$ cat config.mk
export PLATFORM = sky130hd
export DESIGN_NAME = kwsm_ctrl
export DESIGN_NICKNAME = d
export VERILOG_FILES = /design/src/design/kwsm_pkg.sv /design/src/design/kwsm_ctrl.sv
export SDC_FILE = /design/constraint.sdc
export NUM_CORES = 1
export LEC_CHECK = 0
export ABC_AREA = 1
export BUFFER_PORTS_ARGS = -buffer_cell sky130_fd_sc_hd__buf_2
export CAP_MARGIN = 20
export CORE_AREA = 2 2 39 41
export CTS_CLUSTER_SIZE = 14
export DETAILED_ROUTE_END_ITERATION = 12
export DIE_AREA = 0 0 41 43
export GPL_TIMING_DRIVEN = 0
export PLACE_DENSITY = 0.46
export RECOVER_POWER = 50
export SLEW_MARGIN = 10
export SYNTH_ARGS = -nofsm -noshare
export SYNTH_HDL_FRONTEND = slang
export SYNTH_SLANG_ARGS = --single-unit
$ cat constraint.sdc
create_clock -name clk -period 2.8 [get_ports clk]
set_input_delay 0.14 -clock clk [delete_from_list [all_inputs] [get_ports clk]]
set_output_delay 0.14 -clock clk [all_outputs]
set_load 0.03 [all_outputs]
$ cat src/design/kwsm_pkg.sv
`timescale 1ns / 1ps

package kwsm_pkg;

    // Default sizing
    localparam int NUM_LISTS_DEF  = 8;
    localparam int LIST_DEPTH_DEF = 64;

    // Request modes
    localparam logic [1:0] MODE_LOAD  = 2'd0;
    localparam logic [1:0] MODE_POP   = 2'd1;
    localparam logic [1:0] MODE_CLEAR = 2'd2;

    // Response status codes
    localparam logic [2:0] ST_POPPED  = 3'd0;
    localparam logic [2:0] ST_LOADED  = 3'd1;
    localparam logic [2:0] ST_DROPPED = 3'd2;
    localparam logic [2:0] ST_EMPTY   = 3'd3;
    localparam logic [2:0] ST_CLEARED = 3'd4;

    typedef struct packed {
        logic [1:0]         mode;
        logic [2:0]         list_number;
        logic signed [31:0] value;
    } req_item_t;

    typedef struct packed {
        logic [2:0]         status;
        logic signed [31:0] merged_value;
        logic [2:0]         source_list;
    } rsp_item_t;

    typedef enum logic [2:0] {
        S_IDLE,
        S_LOAD,
        S_SCAN,
        S_WAIT,
        S_POP,
        S_CLEAR
    } state_t;

    // Controller to datapath
    typedef struct packed {
        logic capture;
        logic load;
        logic scan;
        logic pop;
        logic clear;
    } cmd_t;

    // Datapath to controller
    typedef struct packed {
        logic scan_last;
        logic out_free;
    } sts_t;

endpackage

$ cat src/design/kwsm_ctrl.sv
`timescale 1ns / 1ps

module kwsm_ctrl (
    input  logic          clk,
    input  logic          rst_n,
    input  logic          req_valid,
    input  logic [1:0]    mode,
    output logic          req_ready,
    input  kwsm_pkg::sts_t sts,
    output kwsm_pkg::cmd_t cmd
);
    import kwsm_pkg::*;

    state_t state_reg;
    state_t state_next;

    // State register
    always_ff @(posedge clk or negedge rst_n)
    begin
        if (!rst_n)
        begin
            state_reg <= S_IDLE;
        end
        else
        begin
            state_reg <= state_next;
        end
    end

    // Next state
    always_comb
    begin
        state_next = state_reg;
        unique case (state_reg)
            S_IDLE:
            begin
                if (req_valid)
                begin
                    unique case (mode)
                        MODE_LOAD:  state_next = S_LOAD;
                        MODE_POP:   state_next = S_SCAN;
                        MODE_CLEAR: state_next = S_CLEAR;
                        default:    state_next = S_IDLE;
                    endcase
                end
            end
            S_LOAD:
            begin
                if (sts.out_free)
                begin
                    state_next = S_IDLE;
                end
            end
            S_SCAN:
            begin
                if (sts.scan_last)
                begin
                    state_next = S_WAIT;
                end
            end
            S_WAIT:
            begin
                state_next = S_POP;
            end
            S_POP:
            begin
                if (sts.out_free)
                begin
                    state_next = S_IDLE;
                end
            end
            S_CLEAR:
            begin
                if (sts.out_free)
                begin
                    state_next = S_IDLE;
                end
            end
            default:
            begin
                state_next = S_IDLE;
            end
        endcase
    end

    // Outputs
    always_comb
    begin
        req_ready = 1'b0;
        cmd       = '0;
        unique case (state_reg)
            S_IDLE:
            begin
                req_ready   = 1'b1;
                cmd.capture = req_valid;
            end
            S_LOAD:  cmd.load  = sts.out_free;
            S_SCAN:  cmd.scan  = 1'b1;
            S_WAIT:  cmd       = '0;
            S_POP:   cmd.pop   = sts.out_free;
            S_CLEAR: cmd.clear = sts.out_free;
            default: cmd       = '0;
        endcase
    end

endmodule

After elaboration in Yosys (flattened, before gate mapping)
Index checks and enable logic that the tools add are counted.

Register bits after elaboration: 3. Input bits: 7. Output and inout port bits: 6. Logic and storage cells: 26.

Equality and inequality tests: 10. Multiplexer cells: 11. Reduce and logical (&&, ||, !) cells: 4.

Operators with widths (count): 3-bit case mux with 4 select lines (1); 3-bit 2-to-1 mux (3); 3-bit case mux with 3 select lines (1); 3-bit by 2-bit == test with 1-bit output, second input constant (2); 3-bit == test, second input constant (2); 1-bit 2-to-1 mux (6); 2-bit != test, second input constant (2); 3-bit by 1-bit == test with 1-bit output, second input constant (1); 3-bit logical NOT (1); 3-bit AND reduction (1); 3-bit OR reduction (1); 2-bit by 1-bit == test with 1-bit output, second input constant (1); 2-bit == test, second input constant (1); 2-bit logical NOT (1); 2-bit by 1-bit != test with 1-bit output, second input constant (1).

Depth between registers and ports, before layout
Gate-level depths: netlist of the first run.

Word-level depth: 4. Gate-level depth with buffers: 7. Mapped depth without buffers: 7.

Worst setup path before layout of the first run
No wires, ideal clock.

Path kind: register -> output. Start: register state_reg[1]. End: output cmd[1] (netlist bit). Arrival: 1.480 ns. Data required time: 2.660 ns. Slack: 1.180 ns. Cell stages (with the launch flop): 3. Path buffers: 1. Cells stage by stage: dfrtp_1 > buf_4 > nor4_1.

RTL lines: start: declaration (RTL line kwsm_ctrl.sv:14) `state_t state_reg;`; start signal: assignment (RTL line kwsm_ctrl.sv:26) `state_reg <= state_next;`; end: declaration (RTL line kwsm_ctrl.sv:10) `output kwsm_pkg::cmd_t cmd`.

==> out/qor.log, run 1 <==
INFO  floorplanning  floorplan_die_width=41µm
INFO  timing         min_period=1.48ns
INFO  detailed_routing post-route-drc-count=0
INFO  timing         worst_slew_pin_slew=0.360ns
INFO  logic_synthesis synth-warning-count=0
INFO  global_route   grt_pass1_vias=213
INFO  detailed_routing routed_wire_length_per_instance=7.61µm
INFO  cts            max-clock-path-buffers=2
INFO  pwr            power.density_cell_area=1210nW/µm²
INFO  timing         clock.fmax=675MHz
INFO  cts            clkLatencyLatePin=0.23ns
INFO  setup_path     worstPathMaxFanout=6
INFO  setup_path     cpMaxStageDelayCell=sky130_fd_sc_hd__dfrtp_1
INFO  detailed_routing ant_nets=0
INFO  final_layout   regArea=75.1µm²
INFO  timing         setup_total_negative_slack=0ns
INFO  floorplanning  initial_utilization=18.3%
INFO  global_route   antenna_violations_before_repair=0
INFO  logic_synthesis post_synth.cell_area_avg=6.02µm²
INFO  setup_path     timing.critical_path.cells=nor2_1, nand2_1, inv_1, buf_2
INFO  pwr            standby_leakage_power=0.221nW
INFO  logic_synthesis yosys-top-cells-area=sky130_fd_sc_hd__dfrtp_1 30%, sky130_fd_sc_hd__nand2_1 18%, sky130_fd_sc_hd__inv_1 10%, sky130_fd_sc_hd__nor2_1 7.4%, sky130_fd_sc_hd__nor3_1 5.9%
INFO  final_layout   max_reg_flops=3
INFO  detailed_routing detail_route.first_pass.iterations=4
INFO  timing         fin_crit_sh=52.9%
INFO  place          place.detailed.hpwl=450µm
INFO  pwr            peakVddDrop=0.310mV
INFO  timing         slew_violations=0
INFO  setup_path     critPathCaptureType=primary output
INFO  run            max_cap_viol_count=0
INFO  setup_path     worst-endpoint-arrival=1.34ns
INFO  min_path       hp-class=in -> async
INFO  setup_path     critPathTopFamily=simple AND/OR/NAND/NOR gates
INFO  floorplanning  die_h=43µm
INFO  timing         timing.slew.headroom=75.9%
INFO  run_status     outcome=finished clean
INFO  logic_synthesis syn_area=253µm²
INFO  detailed_routing routed_wirelength=571µm
INFO  cts            clkSinkCount=3
INFO  detailed_routing viasPerCell=4.01
INFO  setup_path     critPathBufInv=2
INFO  floorplanning  boundaryPins=13
INFO  detailed_routing initialDrtViolationCount=15
INFO  logic_synthesis synthDominantAreaCellType=sky130_fd_sc_hd__dfrtp_1
INFO  pwr            power=0.442mW
INFO  final_layout   multiInputGateArea=138µm²
INFO  timing         hold_violation_count_in_the_final_report=0
INFO  logic_synthesis synth_seq_cells=3
INFO  cts            cts_root_buffer=sky130_fd_sc_hd__clkbuf_4
INFO  logic_synthesis netlist-cell-type-count=14
INFO  cts            htreeDepth=1
INFO  cts            cts_tree=yes
INFO  timing         final-setup-viol-count=0
INFO  cts            cts.reportedPaths.clkPinSlew=0.04ns
INFO  final_layout   leading_cell_type_in_the_layout_fill_and_taps_excluded=sky130_fd_sc_hd__nand2_1
INFO  global_route   grt_overflow=0
INFO  global_route   maximum_number_of_pins_on_one_net_before_global_route_repair=11
INFO  final_layout   area_delta_synth_final=44.6%
INFO  timing         final.setup_skew=0.00375ns
INFO  final_layout   antenna-diode-count=0
INFO  final_layout   mostFrequentLayoutCells=12 x sky130_fd_sc_hd__nand2_1, 11 x sky130_fd_sc_hd__buf_2, 7 x sky130_fd_sc_hd__inv_1, 6 x sky130_fd_sc_hd__nor2_1
INFO  place          gp_congestion=0.728
INFO  final_layout   fin_nets=67
INFO  logic_synthesis synthesis.instances=42
INFO  floorplanning  floorplan.rows=14
INFO  logic_synthesis fraction_of_the_yosys_area_taken_by_sequential_cells=29.7%
INFO  setup_path     critPathMaxStageDelay=0.42ns
INFO  final_layout   n_fill_cell=171
INFO  global_route   grt_first_pass_wirelength=876µm
INFO  floorplanning  fp.dieArea=1760µm²
INFO  final_layout   final_layout_size_suffix_gt1_share=28.8%
INFO  logic_synthesis netlist.area_leader.share=29.7%
INFO  cts            cts-buffers-inserted=3
INFO  detailed_routing dr_total_vias=301
INFO  timing         rsz0062_at_grt=no
INFO  setup_path     crit_type=reg -> out
INFO  place          portbufs=12
INFO  setup_path     worst_ep_required=2.66ns
INFO  setup_path     setup.worst_path.start_class=register
INFO  floorplanning  design.core.area=1380µm²
INFO  logic_synthesis synth.net_count=49
INFO  global_route   grt_use_total=7.55%
-- cells in the mapped netlist --
| master | instances |
|---|---|
| sky130_fd_sc_hd__o21ai_0 | 3 |
| sky130_fd_sc_hd__nand3_1 | 2 |
| sky130_fd_sc_hd__nand2_1 | 12 |
| sky130_fd_sc_hd__inv_1 | 7 |
| sky130_fd_sc_hd__nor2_2 | 1 |
| sky130_fd_sc_hd__buf_4 | 1 |
| sky130_fd_sc_hd__nor3_1 | 3 |
| sky130_fd_sc_hd__inv_2 | 1 |
| sky130_fd_sc_hd__nand3b_1 | 1 |
| sky130_fd_sc_hd__nand4_1 | 1 |
| sky130_fd_sc_hd__nor2_1 | 5 |
| sky130_fd_sc_hd__dfrtp_1 | 3 |
| sky130_fd_sc_hd__nand3_2 | 1 |
| sky130_fd_sc_hd__nor4_1 | 1 |
-- kinds of logic (layout without fill, tap and decap cells) --
group | after synthesis | count (layout) | share of synthesized area, %
buf+inv | 9 | 26 | 14.9
flops | 3 | 3 | 29.7
compound gates | 3 | 3 | 5.94
simple gates | 27 | 27 | 49.5
-- metal layers --
layer	GRT usage [%]	vias to the layer above	wire, µm
met3	1.57	2	48
met4	6.00	0	17
li1	-	166	-
met1	11.0	119	290
met5	0	-	0
met2	9.06	14	214
-- through the flow --
| step | util (%) | instances | setup slack (ns) | instance area, µm² | hold WS [ns] |
|---|---|---|---|---|---|
| after detailed placement | 24.1 | 70 | 1.62 | 333 | -0.0633 |
| final | 26.4 | 75 | 1.32 | 365 | 0.239 |
| after global routing | 26.4 | 75 | 1.14 | 365 | 0.247 |
| after global placement | 24.1 | 70 | 1.62 | 333 | -0.0624 |
| after floorplan | - | 42 | 1.18 | 253 | -0.156 |
| after CTS | 26.7 | 75 | 1.37 | 369 | 0.224 |
-- area by class of cell --
type / instances / area share [%]
buffer: 1 / 2.05
clock buffer: 4 / 7.19
inverter: 8 / 8.22
multi-input combinational: 30 / 37.7
sequential: 3 / 20.5
tap: 16 / 5.48
timing repair buffer: 13 / 18.8
-- path summary, 6_finish.rpt --
check / startpoint / endpoint / slack, ns / depth (start not counted)
max: state_reg[0] / cmd[2] / 1.32 / 4
min: rst_n / state_reg[0] / 0.24 / 2
max reg2reg: state_reg[0] / state_reg[0] / 1.56 / 6
min reg2reg: state_reg[2] / state_reg[2] / 0.55 / 2
max in group asynchronous: rst_n / state_reg[1] / 2.41 / 2
min in group clk: sts[1] / state_reg[1] / 0.25 / 3
-- where the power goes --
part	internal, mW	total [mW]	switching, mW
clock network	0.0533	0.0749	0.0216
registers	0.0647	0.0830	0.0183
logic	0.0862	0.284	0.198
-- worst register-to-register path: cells and delay by family, from the launching register on --
kind,cells,cell delay (ns)
DFF,1,0.42
and+or+nand+nor,6,0.72
-- what timing repair did --
item,in CTS,in global routing
endpoints found under the hold margin,3,0
resized for setup,0,0
setup buffers,0,0
hold buffers,1,0
No activity file was read; power rests on OpenSTA's default activity.
==> run 2, diff against run 1 <==
--- a/config.mk
+++ b/config.mk
@@ -5,7 +5,7 @@
 export SDC_FILE = /design/constraint.sdc
 export NUM_CORES = 1
 export LEC_CHECK = 0
-export ABC_AREA = 1
+export ABC_AREA = 0
 export BUFFER_PORTS_ARGS = -buffer_cell sky130_fd_sc_hd__buf_2
 export CAP_MARGIN = 20
 export CORE_AREA = 2 2 39 41
@@ -13,7 +13,7 @@
 export DETAILED_ROUTE_END_ITERATION = 12
 export DIE_AREA = 0 0 41 43
 export GPL_TIMING_DRIVEN = 0
-export PLACE_DENSITY = 0.46
+export PLACE_DENSITY = 0.44
 export RECOVER_POWER = 50
 export SLEW_MARGIN = 10
 export SYNTH_ARGS = -nofsm -noshare
==> constraint.sdc (replaced) <==
create_clock -name clk -period 1.5 [get_ports clk]
set_input_delay 0.075 -clock clk [delete_from_list [all_inputs] [get_ports clk]]
set_output_delay 0.075 -clock clk [all_outputs]
set_load 0.03 [all_outputs]
==> out/qor.log, run 2 <==
INFO  timing         clock.fmax=737MHz
INFO  final_layout   layout.core_utilization=25.4%
INFO  run_status     outcome=finished clean
INFO  setup_path     critPathCaptureType=primary output
INFO  cts            clkSinkCount=3
INFO  logic_synthesis ys_dominant_reg_cell=sky130_fd_sc_hd__dfrtp_1
INFO  logic_synthesis number_of_enable_flip_flop_cells_after_synthesis=0
INFO  cts            htreeDepth=1
INFO  logic_synthesis synth-warning-count=0
INFO  place          gp_congestion=0.705
INFO  detailed_routing viasPerCell=4.21
INFO  setup_path     setup.worst_path.start_class=register
INFO  setup_path     worstPathMaxFanout=10
INFO  cts            clkLatencyLatePin=0.23ns
INFO  logic_synthesis netlist-cell-type-count=21
INFO  global_route   antenna_violations_before_repair=0
INFO  timing         final.setup_skew=0.00243ns
INFO  floorplanning  fp.dieArea=1760µm²
INFO  global_route   grt_overflow=0
INFO  floorplanning  boundaryPins=13
INFO  detailed_routing dr_total_vias=257
INFO  final_layout   leading_cell_type_in_the_layout_fill_and_taps_excluded=sky130_fd_sc_hd__buf_2
INFO  timing         min_period=1.36ns
INFO  cts            cts_tree=yes
INFO  place          pre_cts_ws=0.126ns
INFO  cts            post_cts.repair.setup_buffers=0
INFO  detailed_routing detail_route.first_pass.iterations=4
INFO  timing         final-setup-viol-count=0
INFO  logic_synthesis synthMostInstantiatedCell=sky130_fd_sc_hd__nand2_1
INFO  final_layout   n_fill_cell=168
INFO  cts            cts-buffers-inserted=3
INFO  run            max_cap_viol_count=0
INFO  timing         setup_total_negative_slack=0ns
INFO  logic_synthesis post_synth.cell_area_avg=8.22µm²
INFO  detailed_routing ant_nets=0
INFO  timing         rsz0062_at_grt=no
INFO  final_layout   final_layout_size_suffix_gt1_share=40.0%
INFO  global_route   maximum_number_of_pins_on_one_net_before_global_route_repair=11
INFO  timing         fin_crit_sh=90.5%
INFO  logic_synthesis fraction_of_the_yosys_area_taken_by_sequential_cells=32.6%
INFO  timing         fin_ws=0.143ns
INFO  detailed_routing routed_wirelength=534µm
INFO  detailed_routing initialDrtViolationCount=3
INFO  pwr            standby_leakage_power=0.181nW
INFO  logic_synthesis synthesis.instances=28
INFO  floorplanning  floorplan.rows=14
INFO  logic_synthesis netlist.area_leader.share=32.6%
INFO  global_route   grt_use_total=8.14%
INFO  logic_synthesis synthDominantAreaCellType=sky130_fd_sc_hd__dfrtp_1
INFO  timing         hold_violation_count_in_the_final_report=0
INFO  logic_synthesis synth_common_cells=4 x sky130_fd_sc_hd__nand2_1, 3 x sky130_fd_sc_hd__dfrtp_1, 2 x sky130_fd_sc_hd__nor2_1, 2 x sky130_fd_sc_hd__nor3_1
INFO  logic_synthesis synth-async-reset-ratio=100%
INFO  timing         timing.slew.headroom=82.1%
INFO  floorplanning  initial_utilization=16.6%
INFO  min_path       hp-class=in -> reg
INFO  final_layout   max_reg_flops=3
INFO  timing         worst_slew_pin_slew=0.264ns
INFO  detailed_routing routed_wire_length_per_instance=8.75µm
INFO  cts            cts_root_buffer=sky130_fd_sc_hd__clkbuf_4
INFO  place          place.detailed.hpwl=417µm
INFO  place          portbufs=12
INFO  final_layout   antenna-diode-count=0
INFO  floorplanning  design.core.area=1380µm²
INFO  final_layout   area_delta_synth_final=52.7%
INFO  cts            max-clock-path-buffers=2
INFO  timing         slew_violations=0
INFO  setup_path     worst_ep_required=1.42ns
INFO  global_route   grt_first_pass_wirelength=931µm
INFO  logic_synthesis synth.net_count=35
INFO  global_route   grt_pass1_vias=264
INFO  final_layout   fin_nets=53
INFO  floorplanning  floorplan_die_width=41µm
INFO  floorplanning  die_h=43µm
INFO  detailed_routing post-route-drc-count=0
INFO  setup_path     worst-endpoint-arrival=1.28ns
INFO  logic_synthesis syn_area=230µm²
INFO  pwr            power.density_cell_area=1870nW/µm²
INFO  setup_path     crit_type=reg -> out
INFO  pwr            peakVddDrop=0.622mV
INFO  logic_synthesis yosys-top-cells-area=sky130_fd_sc_hd__dfrtp_1 33%, sky130_fd_sc_hd__nand2_1 6.5%, sky130_fd_sc_hd__buf_6 4.9%, sky130_fd_sc_hd__mux2_1 4.9%, sky130_fd_sc_hd__mux2i_1 4.3%
INFO  final_layout   mostFrequentLayoutCells=12 x sky130_fd_sc_hd__buf_2, 4 x sky130_fd_sc_hd__nand2_1, 3 x sky130_fd_sc_hd__clkbuf_4, 3 x sky130_fd_sc_hd__dfrtp_1
INFO  logic_synthesis synth_seq_cells=3
INFO  cts            cts.reportedPaths.clkPinSlew=0.03ns
==> run 2: cell count changes in the layout (fill, tap and decap cells not counted), sizes merged, moves of 3 or more <==
cell and change:
inv -7, nor2 -4, o21ai -3, nand3 -3
nand2 -8
==> run 2: metrics by stage <==
| step | power (mW) | hold slack [ns] | instances | cell area [µm²] |
|---|---|---|---|---|
| 6_report | 0.658 | 0.156 | 61 | 352 |
| 5_1_grt | 0.722 | 0.168 | 61 | 352 |
| 3_3_place_gp | 0.520 | -0.128 | 56 | 315 |
| 4_1_cts | 0.665 | 0.152 | 61 | 352 |
| 3_5_place_dp | 0.518 | -0.127 | 56 | 315 |
| 2_1_floorplan | 0.428 | -0.221 | 28 | 235 |
==> run 2: path summary, 6_finish.rpt <==
| path | startpoint | slack (ns) | depth (start not counted) | endpoint |
|---|---|---|---|---|
| worst min register to register | state_reg[2] | 0.62 | 3 | state_reg[0] |
| worst max-delay path | state_reg[0] | 0.14 | 4 | cmd[4] |
| worst max register to register | state_reg[1] | 0.16 | 4 | state_reg[2] |
| min in group asynchronous | rst_n | 0.18 | 2 | state_reg[2] |
| max in group asynchronous | rst_n | 1.17 | 2 | state_reg[0] |
| worst min-delay path | mode[0] | 0.16 | 3 | state_reg[0] |
==> run 2: final cells by class <==
| cell class | instances | area [µm²] | area share (%) |
|---|---|---|---|
| multi-input combinational | 21 | 136 | 38.8 |
| sequential | 3 | 75.1 | 21.4 |
| timing repair buffer | 13 | 68.8 | 19.6 |
| clock buffer | 4 | 26.3 | 7.47 |
| buffer | 3 | 21.3 | 6.05 |
| tap | 16 | 20.0 | 5.69 |
| inverter | 1 | 3.75 | 1.07 |
==> run 2: report_power, final <==
group          switching [mW]  leakage (nW)  internal (mW)  total, mW
Clock                  0.0397        0.0150         0.0996      0.139
Sequential             0.0144        0.0390          0.111      0.125
Combinational           0.248         0.127          0.146      0.394
Total                   0.302         0.181          0.356      0.658
==> run 2: kinds of logic after synthesis <==
logic type,after synthesis,synth area share [%]
AO/OA/AOI/OAI,5,14.7
buffers and inverters,4,10.3
flip-flops,3,32.6
multiplexers,2,9.24
AND/OR/NAND/NOR,14,33.2
==> run 2: critical path, cell delays in order, from the launching register on <==
cell and delay (ns):
sky130_fd_sc_hd__dfrtp_1 0.37, sky130_fd_sc_hd__buf_2 0.18, sky130_fd_sc_hd__nor3_2 0.18, sky130_fd_sc_hd__and2_1 0.13
sky130_fd_sc_hd__buf_2 0.18
==> run 2: what timing repair did <==
| item | in CTS | in global routing |
|---|---|---|
| hold endpoints to repair | 3 | 0 |
| resized for setup | 0 | 3 |
| endpoints found under the setup margin | 0 | 3 |
| hold buffers | 1 | 0 |
==> run 2: metal layers <==
layer	up-vias	track usage, %	wire length, µm
met1	114	8.71	236
met3	0	5.24	54
met2	9	10.9	243
met5	-	0	0
met4	0	6.00	0
li1	134	-	-
==> run 3, diff against run 2 <==
--- a/config.mk
+++ b/config.mk
@@ -13,7 +13,6 @@
 export DETAILED_ROUTE_END_ITERATION = 12
 export DIE_AREA = 0 0 41 43
 export GPL_TIMING_DRIVEN = 0
-export PLACE_DENSITY = 0.44
 export RECOVER_POWER = 50
 export SLEW_MARGIN = 10
 export SYNTH_ARGS = -nofsm -noshare
==> out/qor.log, run 3 (synthesis results as in run 2) <==
INFO  floorplanning  floorplan.rows=14
INFO  cts            post_cts.repair.setup_buffers=0
INFO  pwr            standby_leakage_power=0.180nW
INFO  final_layout   antenna-diode-count=0
INFO  detailed_routing routed_wire_length_per_instance=8.08µm
INFO  detailed_routing routed_wirelength=493µm
INFO  final_layout   final_layout_size_suffix_gt1_share=40.0%
INFO  final_layout   leading_cell_type_in_the_layout_fill_and_taps_excluded=sky130_fd_sc_hd__buf_2
INFO  pwr            peakVddDrop=0.438mV
INFO  global_route   grt_overflow=0
INFO  place          portbufs=12
INFO  final_layout   max_reg_flops=3
INFO  final_layout   regArea=75.1µm²
INFO  global_route   antenna_violations_before_repair=0
INFO  setup_path     critPathLaunch=state_reg[0]
INFO  min_path       holdCritStartpoint=mode[0]
INFO  final_layout   mostFrequentLayoutCells=11 x sky130_fd_sc_hd__buf_2, 4 x sky130_fd_sc_hd__nand2_1, 3 x sky130_fd_sc_hd__clkbuf_4, 3 x sky130_fd_sc_hd__dfrtp_1
INFO  setup_path     setup.worst_path.start_class=register
INFO  detailed_routing viasPerCell=4.20
INFO  timing         fin_crit_sh=93.0%
INFO  detailed_routing detail_route.first_pass.iterations=1
INFO  cts            cts-buffers-inserted=3
INFO  final_layout   fin_nets=53
INFO  setup_path     crit_type=reg -> out
INFO  timing         final.setup_skew=0.00193ns
INFO  cts            max-clock-path-buffers=2
INFO  cts            clkSinkCount=3
INFO  timing         clock.fmax=717MHz
INFO  run            max_cap_viol_count=0
INFO  final_layout   multiInputGateArea=136µm²
INFO  setup_path     worst-endpoint-arrival=1.32ns
INFO  floorplanning  boundaryPins=13
INFO  timing         worst_slew_pin_slew=0.265ns
INFO  global_route   grt_first_pass_wirelength=793µm
INFO  setup_path     critPathCaptureType=primary output
INFO  cts            cts.reportedPaths.clkPinSlew=0.03ns
INFO  floorplanning  fp.dieArea=1760µm²
INFO  place          gp_congestion=0.604
INFO  detailed_routing dr_total_vias=256
INFO  pwr            power.density_cell_area=1860nW/µm²
INFO  global_route   maximum_number_of_pins_on_one_net_before_global_route_repair=11
INFO  floorplanning  initial_utilization=16.6%
INFO  final_layout   n_fill_cell=156
INFO  cts            clkLatencyLatePin=0.23ns
INFO  min_path       hp-class=in -> reg
INFO  setup_path     cpMaxStageDelayCell=sky130_fd_sc_hd__dfrtp_1
INFO  setup_path     critPathMaxStageDelay=0.39ns
INFO  cts            htreeDepth=1
INFO  global_route   grt_use_total=6.95%
INFO  final_layout   area_delta_synth_final=52.7%
INFO  timing         rsz0062_at_grt=no
INFO  setup_path     rr_startpoint=state_reg[1]
INFO  setup_path     timing.critical_path.cells=clkbuf_2, nor3_2, and2_1, buf_2
INFO  floorplanning  design.core.area=1380µm²
INFO  timing         min_period=1.40ns
INFO  setup_path     worstPathMaxFanout=10
INFO  setup_path     worst_ep_required=1.42ns
INFO  timing         fin_ws=0.104ns
INFO  timing         final-setup-viol-count=0
INFO  timing         setup_total_negative_slack=0ns
INFO  run_status     outcome=finished clean
INFO  floorplanning  die_h=43µm
INFO  place          pre_cts_ws=0.134ns
INFO  detailed_routing initialDrtViolationCount=0
INFO  cts            cts_tree=yes
INFO  timing         hold_violation_count_in_the_final_report=0
INFO  setup_path     r2r_slack=0.18ns
INFO  timing         slew_violations=0
INFO  detailed_routing post-route-drc-count=0
INFO  cts            cts_root_buffer=sky130_fd_sc_hd__clkbuf_4
INFO  timing         timing.slew.headroom=82.1%
INFO  detailed_routing ant_nets=0
INFO  floorplanning  floorplan_die_width=41µm
INFO  global_route   grt_pass1_vias=211
==> run 3: cell type report <==
cell class                 instances  area share, %
multi-input combinational         21           38.8
sequential                         3           21.4
timing repair buffer              13           19.6
clock buffer                       4           7.47
buffer                             3           6.05
tap                               16           5.69
inverter                           1           1.07
==> run 3: what timing repair did <==
action | CTS | global route
hold endpoints to repair | 3 | 0
gates resized for setup | 0 | 2
endpoints found under the setup margin | 0 | 3
hold buffers | 1 | 0
==> run 3: layer usage <==
metal / routed length (µm) / global-route usage [%]
met1: 206 / 7.14
met2: 269 / 10.0
met3: 18 / 3.14
met4: 0 / 6.00
met5: 0 / 0
==> run 3: report_power, final <==
part           switching (mW)  leakage (nW)  internal (mW)  total [mW]
combinational           0.244         0.126          0.145       0.389
clock                  0.0393        0.0150         0.0995       0.139
sequential             0.0165        0.0390          0.111       0.127
==> run 3: worst paths after layout <==
check / to / cells past startpoint
worst min register to register: state_reg[0] / 3
min in group asynchronous: state_reg[2] / 2
worst min-delay path: state_reg[0] / 3
max in group asynchronous: state_reg[0] / 2
worst max register to register: state_reg[2] / 4
worst max-delay path: cmd[4] / 4
==> run 3: stage by stage <==
step | hold slack, ns | instance area (µm²) | std cells | total power [mW] | util, %
floorplan | -0.221 | 235 | 28 | 0.428 | -
global placement | -0.128 | 315 | 56 | 0.513 | 22.8
detailed placement | -0.127 | 315 | 56 | 0.516 | 22.8
CTS | 0.154 | 352 | 61 | 0.665 | 25.4
global route | 0.178 | 352 | 61 | 0.713 | 25.4
finish | 0.156 | 352 | 61 | 0.656 | 25.4
==> run 3: worst max-delay path, delay by kind of cell (launching register included) <==
kind | cells | cell delay, ns
DFF | 1 | 0.39
buffers and inverters | 2 | 0.38
and+or+nand+nor | 2 | 0.33
